`config.mk`:
```
export PLATFORM = sky130hd
export DESIGN_NAME = riff_chunk_walker_flat
export DESIGN_NICKNAME = d
export VERILOG_FILES = /design/src/design/rcw_pkg.sv /design/src/design/rcw_stream_if.sv /design/src/design/rcw_front.sv /design/src/design/rcw_back.sv /design/src/design/riff_chunk_walker.sv /design/src/flat_wrapper.sv
export SDC_FILE = /design/constraint.sdc
export NUM_CORES = 2
export LEC_CHECK = 0
export BUFFER_PORTS_ARGS = -buffer_cell sky130_fd_sc_hd__buf_4
export CAP_MARGIN = 0
export CORE_UTILIZATION = 57
export CTS_BUF_LIST = sky130_fd_sc_hd__clkbuf_16
export DETAILED_ROUTE_END_ITERATION = 7
export GPL_ROUTABILITY_DRIVEN = 0
export GPL_TIMING_DRIVEN = 0
export PLACE_DENSITY = 0.75
export SYNTH_ARGS = -nofsm -noshare
export SYNTH_HDL_FRONTEND = slang
export SYNTH_SLANG_ARGS = --single-unit
```
`constraint.sdc`:
```
create_clock -name clk_i -period 13.05 [get_ports clk_i]
set_clock_uncertainty 0.1 [all_clocks]
set_input_delay 2.61 -clock clk_i [delete_from_list [all_inputs] [get_ports clk_i]]
set_output_delay 2.61 -clock clk_i [all_outputs]
set_load 0.03 [all_outputs]
```
`src/design/rcw_pkg.sv`:
```
// Package with shared types and constants of the RIFF chunk walker.
package rcw_pkg;

  localparam logic [31:0] TagRiff = 32'h4646_4952;
  localparam logic [31:0] TagList = 32'h5453_494C;

  typedef enum logic [2:0] {
    ErrNone     = 3'd0,
    ErrTopNotRiff = 3'd1,
    ErrExceeds  = 3'd2,
    ErrPastEnd  = 3'd3,
    ErrTooDeep  = 3'd4
  } err_e;

  typedef enum logic [1:0] {
    CfgFileSize = 2'd0,
    CfgHaltOnError = 2'd1
  } cfg_idx_e;

  // One file byte as it travels on the input channel.
  typedef struct packed {
    logic [7:0] data_byte;
  } byte_req_t;

  // Result record as it travels on the output channel, first field on top.
  typedef struct packed {
    logic [39:0] chunk_offset;
    logic [31:0] chunk_id;
    logic [31:0] chunk_size;
    logic [31:0] form_type;
    logic [3:0]  nest_level;
    logic        is_container;
    logic [2:0]  error_code;
  } chunk_rec_t;

endpackage

```
`src/design/rcw_stream_if.sv`:
```
// Valid/ready channel interface carrying a generic payload.
interface rcw_stream_if #(
  parameter type payload_t = logic [7:0]
);
  logic     valid;
  logic     ready;
  payload_t data;

  modport source (output valid, output data, input ready);
  modport sink (input valid, input data, output ready);
endinterface

```
`src/design/rcw_front.sv`:
```
// Front part: input register stage that buffers bytes into a two-entry queue.
module rcw_front #(
  parameter int unsigned Depth = 2
) (
  input  logic       clk_i,
  input  logic       rst_ni,
  input  logic       in_valid_i,
  output logic       in_ready_o,
  input  logic [7:0] in_byte_i,
  output logic       q_valid_o,
  input  logic       q_ready_i,
  output logic [7:0] q_byte_o
);

  localparam int unsigned PtrW = (Depth > 1) ? $clog2(Depth) : 1;

  logic [7:0]        mem_q [Depth];
  logic [PtrW-1:0]   wr_q, rd_q;
  logic [PtrW:0]     cnt_q;
  logic              push, pop;

  assign in_ready_o = (cnt_q != Depth[PtrW:0]);
  assign q_valid_o  = (cnt_q != '0);
  assign q_byte_o   = mem_q[rd_q];
  assign push = in_valid_i && in_ready_o;
  assign pop  = q_valid_o && q_ready_i;

  always_ff @(posedge clk_i) begin
    if (push) begin
      mem_q[wr_q] <= in_byte_i;
    end
  end

  always_ff @(posedge clk_i or negedge rst_ni) begin
    if (!rst_ni) begin
      wr_q  <= '0;
      rd_q  <= '0;
      cnt_q <= '0;
    end else begin
      if (push) begin
        wr_q <= (wr_q == PtrW'(Depth - 1)) ? '0 : wr_q + 1'b1;
      end
      if (pop) begin
        rd_q <= (rd_q == PtrW'(Depth - 1)) ? '0 : rd_q + 1'b1;
      end
      cnt_q <= cnt_q + (PtrW+1)'(push) - (PtrW+1)'(pop);
    end
  end

  assert property (@(posedge clk_i) disable iff (!rst_ni) cnt_q <= Depth[PtrW:0])
    else $error("queue count overflow");
  assert property (@(posedge clk_i) disable iff (!rst_ni)
    (cnt_q == '0) |-> (wr_q == rd_q))
    else $error("empty queue with differing pointers");
  assert property (@(posedge clk_i) disable iff (!rst_ni)
    (push && !pop) |=> (cnt_q == $past(cnt_q) + 1'b1))
    else $error("push lost");

endmodule

```
`src/design/rcw_back.sv`:
```
// Back part: header parser, nesting stack and registered result stage.
module rcw_back
  import rcw_pkg::*;
#(
  parameter int unsigned MaxNesting = 8,
  parameter int unsigned OffsetBits = 40
) (
  input  logic                  clk_i,
  input  logic                  rst_ni,
  input  logic [39:0]           file_size_i,
  input  logic                  halt_on_error_i,
  input  logic                  b_valid_i,
  output logic                  b_ready_o,
  input  logic [7:0]            b_byte_i,
  output logic                  r_valid_o,
  input  logic                  r_ready_i,
  output logic [39:0]           r_offset_o,
  output logic [31:0]           r_id_o,
  output logic [31:0]           r_size_o,
  output logic [31:0]           r_form_o,
  output logic [3:0]            r_level_o,
  output logic                  r_cont_o,
  output logic [2:0]            r_err_o
);

  localparam int unsigned LvlW = $clog2(MaxNesting + 1);
  localparam int unsigned IdxW = (MaxNesting > 1) ? $clog2(MaxNesting) : 1;
  localparam int unsigned OW   = OffsetBits;

  typedef enum logic [1:0] {PhId, PhSize, PhForm, PhSkip} phase_e;

  phase_e             phase_q;
  logic [1:0]         cnt_q;
  logic [OW-1:0]      ofs_q, hdr_ofs_q;
  logic [31:0]        id_q, size_q, form_q;
  logic [32:0]        skip_q;
  logic [OW-1:0]      stk_q [MaxNesting];
  logic [LvlW-1:0]    depth_q, lvl_q;
  logic [2:0]         err_q;
  logic               halted_q;
  // Pop pass: at most one pop per cycle; header start waits until no pop.
  logic               top_done;
  logic               fire;
  logic [OW-1:0]      file_ext;

  logic               o_valid_q;
  logic [39:0]        o_ofs_q;
  logic [31:0]        o_id_q, o_size_q, o_form_q;
  logic [3:0]         o_lvl_q;
  logic [2:0]         o_err_q;

  logic [31:0]        size_full;
  logic [31:0]        form_full;
  logic [32:0]        padded;
  logic [OW:0]        end_sum;
  logic               exceeds;
  logic               is_cont;

  assign file_ext = OW'(file_size_i);
  assign top_done = (depth_q != '0) &&
                    (ofs_q >= stk_q[IdxW'(depth_q - 1'b1)]);
  // Taking a byte needs the output register free; header start needs no pending pop.
  // Once halted, bytes are taken and dropped.
  assign b_ready_o = halted_q ||
                     ((!o_valid_q || r_ready_i) &&
                      !(phase_q == PhId && cnt_q == 2'd0 && top_done));
  assign fire = b_valid_i && b_ready_o;

  assign size_full = {b_byte_i, size_q[23:0]};
  assign form_full = {b_byte_i, form_q[23:0]};
  assign padded    = ({1'b0, size_full} + 33'd1) & ~33'd1;
  assign end_sum   = {1'b0, hdr_ofs_q} + (OW+1)'(8) + (OW+1)'(padded);
  assign exceeds   = end_sum > (OW+1)'(file_ext);
  assign is_cont   = (id_q == TagRiff) || (id_q == TagList);

  assign r_valid_o  = o_valid_q;
  assign r_offset_o = o_ofs_q;
  assign r_id_o     = o_id_q;
  assign r_size_o   = o_size_q;
  assign r_form_o   = o_form_q;
  assign r_level_o  = o_lvl_q;
  assign r_cont_o   = (o_id_q == TagRiff) || (o_id_q == TagList);
  assign r_err_o    = o_err_q;

  always_ff @(posedge clk_i) begin
    if (fire && !halted_q && phase_q == PhForm && cnt_q == 2'd3 &&
        lvl_q < LvlW'(MaxNesting)) begin
      stk_q[IdxW'(lvl_q)] <= hdr_ofs_q + OW'(8) +
        ((lvl_q != '0) ? OW'(({1'b0, size_q} + 33'd1) & ~33'd1) : OW'(size_q));
    end
  end

  always_ff @(posedge clk_i or negedge rst_ni) begin
    if (!rst_ni) begin
      phase_q   <= PhId;
      cnt_q     <= '0;
      ofs_q     <= '0;
      hdr_ofs_q <= '0;
      id_q      <= '0;
      size_q    <= '0;
      form_q    <= '0;
      skip_q    <= '0;
      depth_q   <= '0;
      lvl_q     <= '0;
      err_q     <= ErrNone;
      halted_q  <= 1'b0;
      o_valid_q <= 1'b0;
      o_ofs_q   <= '0;
      o_id_q    <= '0;
      o_size_q  <= '0;
      o_form_q  <= '0;
      o_lvl_q   <= '0;
      o_err_q   <= ErrNone;
    end else begin
      if (r_ready_i) begin
        o_valid_q <= 1'b0;
      end
      if (!halted_q && phase_q == PhId && cnt_q == 2'd0 && top_done) begin
        depth_q <= depth_q - 1'b1;
      end
      if (fire && !halted_q) begin
        ofs_q <= ofs_q + 1'b1;
        unique case (phase_q)
          PhId: begin
            if (cnt_q == 2'd0) begin
              hdr_ofs_q <= ofs_q;
              lvl_q     <= depth_q;
              err_q     <= ErrNone;
              form_q    <= '0;
              id_q      <= {24'd0, b_byte_i};
              if (ofs_q >= file_ext) begin
                halted_q <= 1'b1;
                if (depth_q != '0) begin
                  o_valid_q <= 1'b1;
                  o_ofs_q   <= 40'(ofs_q);
                  o_id_q    <= '0;
                  o_size_q  <= '0;
                  o_form_q  <= '0;
                  o_lvl_q   <= 4'(depth_q);
                  o_err_q   <= ErrPastEnd;
                end
              end
            end else begin
              id_q[cnt_q*8 +: 8] <= b_byte_i;
            end
            cnt_q <= cnt_q + 1'b1;
            if (cnt_q == 2'd3) begin
              phase_q <= PhSize;
            end
          end
          PhSize: begin
            size_q[cnt_q*8 +: 8] <= b_byte_i;
            cnt_q <= cnt_q + 1'b1;
            if (cnt_q == 2'd3) begin
              phase_q <= PhId;
              o_ofs_q  <= 40'(hdr_ofs_q);
              o_id_q   <= id_q;
              o_size_q <= size_full;
              o_form_q <= '0;
              o_lvl_q  <= 4'(lvl_q);
              if (lvl_q == '0 && id_q != TagRiff) begin
                o_valid_q <= 1'b1;
                o_err_q   <= ErrTopNotRiff;
                halted_q  <= 1'b1;
              end else if (exceeds && halt_on_error_i) begin
                o_valid_q <= 1'b1;
                o_err_q   <= ErrExceeds;
                halted_q  <= 1'b1;
              end else begin
                if (exceeds) begin
                  err_q <= ErrExceeds;
                end
                if (is_cont) begin
                  phase_q <= PhForm;
                end else begin
                  o_valid_q <= 1'b1;
                  o_err_q   <= exceeds ? ErrExceeds : ErrNone;
                  skip_q    <= padded;
                  if (padded != '0) begin
                    phase_q <= PhSkip;
                  end
                end
              end
            end
          end
          PhForm: begin
            form_q[cnt_q*8 +: 8] <= b_byte_i;
            cnt_q <= cnt_q + 1'b1;
            if (cnt_q == 2'd3) begin
              phase_q   <= PhId;
              o_valid_q <= 1'b1;
              o_ofs_q   <= 40'(hdr_ofs_q);
              o_id_q    <= id_q;
              o_size_q  <= size_q;
              o_form_q  <= form_full;
              o_lvl_q   <= 4'(lvl_q);
              if (lvl_q >= LvlW'(MaxNesting)) begin
                o_err_q  <= ErrTooDeep;
                halted_q <= 1'b1;
              end else begin
                o_err_q <= err_q;
                depth_q <= lvl_q + 1'b1;
              end
            end
          end
          PhSkip: begin
            cnt_q  <= '0;
            skip_q <= skip_q - 1'b1;
            if (skip_q <= 33'd1) begin
              phase_q <= PhId;
            end
          end
          default: ;
        endcase
      end
    end
  end

  assert property (@(posedge clk_i) disable iff (!rst_ni)
    depth_q <= LvlW'(MaxNesting))
    else $error("nesting depth beyond limit");
  assert property (@(posedge clk_i) disable iff (!rst_ni)
    (o_valid_q && !r_ready_i && !halted_q) |-> !fire)
    else $error("byte taken while result stalled");
  assert property (@(posedge clk_i) disable iff (!rst_ni)
    $past(halted_q) |-> halted_q)
    else $error("left halt without reset");
  assert property (@(posedge clk_i) disable iff (!rst_ni)
    (phase_q == PhSkip) |-> (skip_q != '0))
    else $error("skip phase with nothing left");

endmodule

```
`src/design/riff_chunk_walker.sv`:
```
// Top level of the RIFF chunk walker: byte queue, parser and config registers.
//
// Usage: the file is fed one byte per request on in_if (valid/ready). After
// each chunk header one result request appears on out_if: chunk offset, id,
// size, form type (containers), nesting level, container flag and error code.
// Plain chunks report after their eighth header byte, RIFF/LIST containers
// after their four form-type bytes. The completing byte passes through the
// front queue and the result is registered. Throughput is one byte per cycle
// unless the result stalls or a level is popped: when containers end at or
// before the next header, the parser holds the bytes while it pops each
// closed level; the two-entry byte queue in front absorbs short bubbles.
// file_size and halt_on_error are written through cfg_we_i/cfg_idx_i/
// cfg_data_i; the user must write them only while the block is idle, which
// the block does not enforce. Reset (rst_ni low) clears the parser, empties
// the queue and restores file_size 0, halt_on_error 1. When the receiver
// stalls out_if, the result holds and the parser takes no further byte until
// it is accepted; bytes keep queueing until the queue is full. At end of file
// and after any error but ErrExceeds with halt_on_error 0, the block halts
// and drops incoming bytes without results until reset.
module riff_chunk_walker
  import rcw_pkg::*;
#(
  parameter int unsigned MAX_NESTING = 8,
  parameter int unsigned OFFSET_BITS = 40
) (
  input  logic        clk_i,
  input  logic        rst_ni,
  input  logic        cfg_we_i,
  input  logic [1:0]  cfg_idx_i,
  input  logic [39:0] cfg_data_i,
  rcw_stream_if.sink  in_if,
  rcw_stream_if.source out_if
);

  logic [39:0] file_size_q;
  logic        halt_q;
  logic        b_valid, b_ready;
  logic [7:0]  b_byte;

  // Offsets are kept modulo 2^OFFSET_BITS, so the configured size is masked.
  always_ff @(posedge clk_i or negedge rst_ni) begin
    if (!rst_ni) begin
      file_size_q <= '0;
      halt_q      <= 1'b1;
    end else if (cfg_we_i) begin
      if (cfg_idx_i == CfgFileSize) begin
        file_size_q <= 40'(OFFSET_BITS'(cfg_data_i));
      end else if (cfg_idx_i == CfgHaltOnError) begin
        halt_q <= cfg_data_i[0];
      end
    end
  end

  rcw_front #(.Depth(2)) u_front (
    .clk_i      (clk_i),
    .rst_ni     (rst_ni),
    .in_valid_i (in_if.valid),
    .in_ready_o (in_if.ready),
    .in_byte_i  (in_if.data.data_byte),
    .q_valid_o  (b_valid),
    .q_ready_i  (b_ready),
    .q_byte_o   (b_byte)
  );

  rcw_back #(.MaxNesting(MAX_NESTING), .OffsetBits(OFFSET_BITS)) u_back (
    .clk_i           (clk_i),
    .rst_ni          (rst_ni),
    .file_size_i     (file_size_q),
    .halt_on_error_i (halt_q),
    .b_valid_i       (b_valid),
    .b_ready_o       (b_ready),
    .b_byte_i        (b_byte),
    .r_valid_o       (out_if.valid),
    .r_ready_i       (out_if.ready),
    .r_offset_o      (out_if.data.chunk_offset),
    .r_id_o          (out_if.data.chunk_id),
    .r_size_o        (out_if.data.chunk_size),
    .r_form_o        (out_if.data.form_type),
    .r_level_o       (out_if.data.nest_level),
    .r_cont_o        (out_if.data.is_container),
    .r_err_o         (out_if.data.error_code)
  );

endmodule

```
`src/flat_wrapper.sv`:
```
// flat-port wrapper written by rule: the top's interface ports become plain ports
module riff_chunk_walker_flat import rcw_pkg::*;
#(
  parameter int unsigned MAX_NESTING = 8,
  parameter int unsigned OFFSET_BITS = 40
)
  (clk_i, rst_ni, cfg_we_i, cfg_idx_i, cfg_data_i, in_if_valid, in_if_data, in_if_ready, out_if_valid, out_if_data, out_if_ready);
  rcw_stream_if #(.payload_t(byte_req_t)) in_if_i ();
  rcw_stream_if #(.payload_t(chunk_rec_t)) out_if_i ();
  input  logic clk_i;
  input  logic rst_ni;
  input  logic cfg_we_i;
  input  logic [1:0] cfg_idx_i;
  input  logic [39:0] cfg_data_i;
  input wire logic [$bits(in_if_i.valid)-1:0] in_if_valid;
  input wire logic [$bits(in_if_i.data)-1:0] in_if_data;
  output wire logic [$bits(in_if_i.ready)-1:0] in_if_ready;
  output wire logic [$bits(out_if_i.valid)-1:0] out_if_valid;
  output wire logic [$bits(out_if_i.data)-1:0] out_if_data;
  input wire logic [$bits(out_if_i.ready)-1:0] out_if_ready;
  assign in_if_i.valid = in_if_valid;
  assign in_if_i.data = in_if_data;
  assign in_if_ready = in_if_i.ready;
  assign out_if_valid = out_if_i.valid;
  assign out_if_data = out_if_i.data;
  assign out_if_i.ready = out_if_ready;
  riff_chunk_walker #(.MAX_NESTING(MAX_NESTING), .OFFSET_BITS(OFFSET_BITS)) u_core (.clk_i(clk_i), .rst_ni(rst_ni), .cfg_we_i(cfg_we_i), .cfg_idx_i(cfg_idx_i), .cfg_data_i(cfg_data_i), .in_if(in_if_i), .out_if(out_if_i));
endmodule
```
==> flow_summary.rst <==
.. list-table::
   :header-rows: 1

   * - Metric
     - Value
   * - Portion of total power attributed to the clock network
     - 0.420
   * - Power Dens Cells
     - between 100 and 150 nW/µm²
   * - Fin. max-slew vios
     - 0
   * - Final hold violation count
     - 0
   * - Mean post-synth cell area
     - ~12 µm²
   * - Effective utilization at floorplan
     - 0.576
   * - Maximum root-to-sink buffer count
     - 3
   * - Static power due to leakage
     - just over 20 nW
   * - Post-CTS Repair Setup Buffers
     - 0
   * - Detailed Route WL
     - ~120,000 µm
   * - Input/output buffers
     - 200
   * - Horizontal extent of the die
     - around 260 µm
   * - Layout overhead on the synthesized area
     - 14.6%
   * - Worst setup slack before clock tree synthesis
     - ~3.6 ns
   * - Area of the core
     - roughly 67,000 µm²
   * - Net count after synthesis
     - 3,687
   * - Worst slew margin relative to its limit
     - 0.148
   * - DRC
     - 0
   * - Power spent charging and discharging nets
     - about 1.3 mW
   * - Top_reg_cell synth
     - sky130_fd_sc_hd__dfrtp_1
   * - Element type at the critical path start
     - flop
   * - Max rail drop VDD
     - around 0.0001 V
   * - Count of H-tree levels built during CTS
     - 3
   * - Largest delay contributor family on the critical path
     - compound AO/OA/AOI/OAI gates
   * - Async set-or-reset flop fraction in the synthesized netlist
     - 0.546
   * - Kind of end point of the critical path
     - flop
   * - Via count of the first global-routing pass
     - around 28,000
   * - Number of buffers and inverters on the critical path
     - 1
   * - Count of boundary I/O pins
     - between 200 and 250
   * - TritonCTS clock tree
     - built
   * - Final Critical Period
     - between 9 and 10 ns
   * - Post-route setup slack
     - ~3.1 ns
   * - Max FO, Critical Path
     - 6
   * - CTS root buf
     - sky130_fd_sc_hd__clkbuf_16
   * - Transition time of the tightest slew-check pin
     - 1.26 ns
   * - # rows
     - 95
   * - Number of DRC violations after detailed-routing iteration 0
     - approximately 3,800
   * - Max-capacitance violation count
     - 0
   * - TritonCTS Sinks
     - 740
   * - Count of distinct cell types in the synthesized netlist
     - 96
   * - Final cycle utilization of the critical path
     - 0.761
   * - Aggregate global-route resource usage
     - 0.336
   * - Internal power summed over all cells
     - 3.80 mW
   * - Sequential element share of the synthesized area
     - 0.522
   * - CTS Hold Buffers Added
     - 0
   * - Via count normalized by instance count
     - 6.36
   * - Flip-flop and latch count after synthesis
     - between 700 and 800
   * - Total stage count of the critical path
     - 27
   * - Type of the most critical hold path
     - reg -> reg
   * - Sw Ratio
     - 0.260
   * - Worst skew pair latency
     - 0.67 ns
   * - Detail-routed net length per standard cell
     - roughly 25 µm
   * - Pin count of the biggest net entering global routing
     - 120
   * - Count of final setup violators
     - 0
   * - Number of search-and-repair iterations in the first detailed-routing pass
     - 6
   * - Antenna cell count
     - 0
   * - Floorplan die height
     - ~260 µm
   * - Crit Path Class
     - reg -> reg
   * - Gate count after technology mapping
     - 3,359
   * - Area enclosed by the die boundary
     - between 60,000 and 70,000 µm²
   * - Max incr delay on CP
     - around 1.1 ns
   * - First-pass GRT wire length
     - ~170,000 µm
   * - Maximum operating frequency
     - between 0.1 and 0.15 GHz
   * - Number of warning messages in the yosys log
     - 0
   * - Sum of overflow across all layers after global routing
     - 0
   * - Half-perimeter wire length after placement
     - between 80,000 and 90,000 µm
   * - Hold Path Depth
     - 2
   * - Utilization after layout
     - 0.661
   * - Unrepaired setup endpoints after global routing
     - false
   * - Number of flops mapped to enable cells by yosys
     - between 300 and 400
   * - Combinational share of power
     - 0.095
   * - R2r worst-path depth
     - 27
   * - Clock-pin slew of the registers on the worst-case setup and hold paths
     - around 0.060 ns
   * - Arrival time at the worst endpoint
     - between 10 and 15 ns
   * - Mapped cell area
     - slightly below 40,000 µm²
   * - Number of buffers created by CTS
     - 79
   * - Sequential cell fraction of total power
     - 0.485
   * - Initial antenna violation count
     - 0
   * - Vias after detailed routing
     - around 30,000
   * - Max stage delay cell, worst path
     - sky130_fd_sc_hd__o311ai_0
   * - Share of post-route cells with drive strength above 1
     - 0.155
   * - Top cell by count, worst path
     - sky130_fd_sc_hd__ha_1
   * - CP required
     - roughly 13 ns
   * - Post-CTS resize count
     - 0
   * - Count of nets after finishing
     - 4,021
   * - Run status
     - complete, no violations
   * - Design Power
     - approximately 5.1 mW
   * - Post-detailed-route count of antenna-violating nets
     - 0
==> final timing paths <==
check | startpoint | end | slack, ns
worst max-delay path | u_core.u_back.size_q[0] | u_core.u_back.skip_q[9] | 3.12
worst min-delay path | u_core.u_back.r_form_o[23] | u_core.u_back.r_form_o[23] | 0.38
worst max register to register | u_core.u_back.size_q[0] | u_core.u_back.skip_q[9] | 3.12
worst min register to register | u_core.u_back.r_form_o[23] | u_core.u_back.r_form_o[23] | 0.38
max in group asynchronous | rst_ni | u_core.u_back.id_q[30] | 9.50
min in group asynchronous | rst_ni | u_core.file_size_q[6] | 1.79
==> registers in the layout, summed over array words and instances, names as in the netlist, 16 cells and up <==
signal	count
u_core.u_back.skip_q	33
u_core.u_back.size_q	32
u_core.u_back.ofs_q	40
u_core.u_back.r_id_o	32
u_core.u_front.mem_q	16
u_core.u_back.stk_q	320
u_core.u_back.r_size_o	32
u_core.u_back.id_q	32
u_core.u_back.hdr_ofs_q	40
u_core.u_back.r_offset_o	40
u_core.file_size_q	40
u_core.u_back.form_q	24
u_core.u_back.r_form_o	32
==> synthesized netlist by cell type (13+ instances only) <==
library cell | instances | area (µm²)
sky130_fd_sc_hd__mux4_2 | 80 | 1800
sky130_fd_sc_hd__nand3_1 | 129 | 646
sky130_fd_sc_hd__buf_2 | 14 | 70.1
sky130_fd_sc_hd__nand2_1 | 339 | 1270
sky130_fd_sc_hd__dfrtp_1 | 403 | 10100
sky130_fd_sc_hd__inv_1 | 143 | 537
sky130_fd_sc_hd__buf_1 | 18 | 67.6
sky130_fd_sc_hd__o31ai_1 | 33 | 248
sky130_fd_sc_hd__a22o_1 | 24 | 210
sky130_fd_sc_hd__mux2_2 | 77 | 867
sky130_fd_sc_hd__a211oi_1 | 24 | 180
sky130_fd_sc_hd__ha_1 | 271 | 3390
sky130_fd_sc_hd__o211ai_1 | 20 | 150
sky130_fd_sc_hd__a21oi_1 | 150 | 751
sky130_fd_sc_hd__o21ai_0 | 219 | 1100
sky130_fd_sc_hd__nand2b_1 | 21 | 131
sky130_fd_sc_hd__nor2b_1 | 13 | 81.3
sky130_fd_sc_hd__nor2_1 | 208 | 781
sky130_fd_sc_hd__edfxtp_1 | 336 | 10100
sky130_fd_sc_hd__xor2_1 | 57 | 499
sky130_fd_sc_hd__o41ai_1 | 14 | 123
sky130_fd_sc_hd__clkbuf_1 | 115 | 432
sky130_fd_sc_hd__a21o_1 | 67 | 503
sky130_fd_sc_hd__mux2i_1 | 107 | 1070
sky130_fd_sc_hd__xnor2_1 | 118 | 1030
sky130_fd_sc_hd__nand4_1 | 51 | 319
sky130_fd_sc_hd__and3_1 | 25 | 156
sky130_fd_sc_hd__nor3_1 | 59 | 295
sky130_fd_sc_hd__nor4_1 | 35 | 219
==> placed cells by master, fill, tap and decap left out, types with 25 or more instances in the layout <==
cell type,instances
sky130_fd_sc_hd__mux4_2,80
sky130_fd_sc_hd__nand2_1,339
sky130_fd_sc_hd__o21ai_0,219
sky130_fd_sc_hd__mux2i_1,103
sky130_fd_sc_hd__nor4_1,29
sky130_fd_sc_hd__inv_1,158
sky130_fd_sc_hd__a21o_1,67
sky130_fd_sc_hd__mux2_2,77
sky130_fd_sc_hd__nand4_1,51
sky130_fd_sc_hd__buf_4,238
sky130_fd_sc_hd__dfrtp_1,403
sky130_fd_sc_hd__clkbuf_16,79
sky130_fd_sc_hd__and3_1,25
sky130_fd_sc_hd__nor2_1,208
sky130_fd_sc_hd__a21oi_1,150
sky130_fd_sc_hd__xor2_1,57
sky130_fd_sc_hd__o31ai_1,33
sky130_fd_sc_hd__xnor2_1,118
sky130_fd_sc_hd__ha_1,271
sky130_fd_sc_hd__edfxtp_1,336
sky130_fd_sc_hd__nand3_1,129
sky130_fd_sc_hd__nor3_1,57
sky130_fd_sc_hd__clkbuf_1,115
==> cell families (layout without fill, tap and decap cells) <==
group | count (synthesis) | in the layout | share of synthesized area
and+or+nand+nor | 963 | 963 | 0.119
DFF | 740 | 740 | 0.522
AOI/OAI and AO/OA | 647 | 647 | 0.104
buffers and inverters | 297 | 694 | 0.0301
adders and majority gates | 273 | 273 | 0.0886
muxes | 264 | 264 | 0.0966
xor gates and xnor gates | 175 | 175 | 0.0396
==> area by class of cell <==
cell class / count / area (µm²)
clock inverter: 65 / 500
inverter: 143 / 537
fill: 5046 / 22800
multi-input combinational: 2322 / 17400
tap: 873 / 1090
sequential: 740 / 20200
timing repair buffer: 253 / 2030
buffer: 154 / 627
clock buffer: 79 / 1980
==> layer usage <==
metal / part of all wire / GRT usage / vias up
met2: 0.47 / 0.532 / 1546
met3: 0.089 / 0.0510 / 245
li1: - / - / 13000
met4: 0.045 / 0.151 / 0
met1: 0.40 / 0.461 / 14600
met5: 0 / 0.00139 / -
==> power groups by stage <==
| stage | clock network, mW | registers (mW) | logic (mW) |
|---|---|---|---|
| floorplan | 0 | 2.52 | 0.256 |
| global placement | 0 | 2.53 | 0.439 |
| detailed placement | 0 | 2.53 | 0.469 |
| CTS | 2.17 | 2.49 | 0.474 |
| global route | 2.26 | 2.49 | 0.519 |
| finish | 2.16 | 2.49 | 0.488 |
==> worst reg2reg max path: stages (launching register included) <==
cell and delay, ns:
sky130_fd_sc_hd__dfrtp_1 0.52, sky130_fd_sc_hd__ha_1 0.26, sky130_fd_sc_hd__nand3_1 0.20, sky130_fd_sc_hd__nor4_2 0.58, sky130_fd_sc_hd__and3_1 0.24, sky130_fd_sc_hd__buf_4 0.15
sky130_fd_sc_hd__nand2_2 0.11, sky130_fd_sc_hd__xnor2_1 0.73, sky130_fd_sc_hd__ha_1 0.38, sky130_fd_sc_hd__ha_1 0.38, sky130_fd_sc_hd__nand4_1 0.11, sky130_fd_sc_hd__or3_1 0.35
sky130_fd_sc_hd__a31oi_1 0.28, sky130_fd_sc_hd__o31ai_1 0.17, sky130_fd_sc_hd__a211oi_1 0.56, sky130_fd_sc_hd__nor2_1 0.15, sky130_fd_sc_hd__a211oi_1 0.31, sky130_fd_sc_hd__xor2_1 0.14
sky130_fd_sc_hd__ha_1 0.21, sky130_fd_sc_hd__a21o_1 0.18, sky130_fd_sc_hd__a2111oi_0 0.82, sky130_fd_sc_hd__nand4b_1 0.16, sky130_fd_sc_hd__o311ai_0 1.06, sky130_fd_sc_hd__o211ai_1 0.46
sky130_fd_sc_hd__nand2_1 0.27, sky130_fd_sc_hd__a21o_1 0.29, sky130_fd_sc_hd__nand3_1 0.21, sky130_fd_sc_hd__o311ai_0 0.41
==> through the flow <==
step / area, µm² / setup TNS [ns] / cells / hold slack [ns]
after global placement: 41300 / -435.25 / 4432 / 0.364
after detailed placement: 41900 / 0 / 4484 / 0.371
after floorplan: 38700 / 0 / 3359 / 0.350
after CTS: 44400 / 0 / 4628 / 0.385
after global routing: 44400 / 0 / 4629 / 0.398
final: 44400 / 0 / 4629 / 0.381
Power figures use the tool's default switching activity.
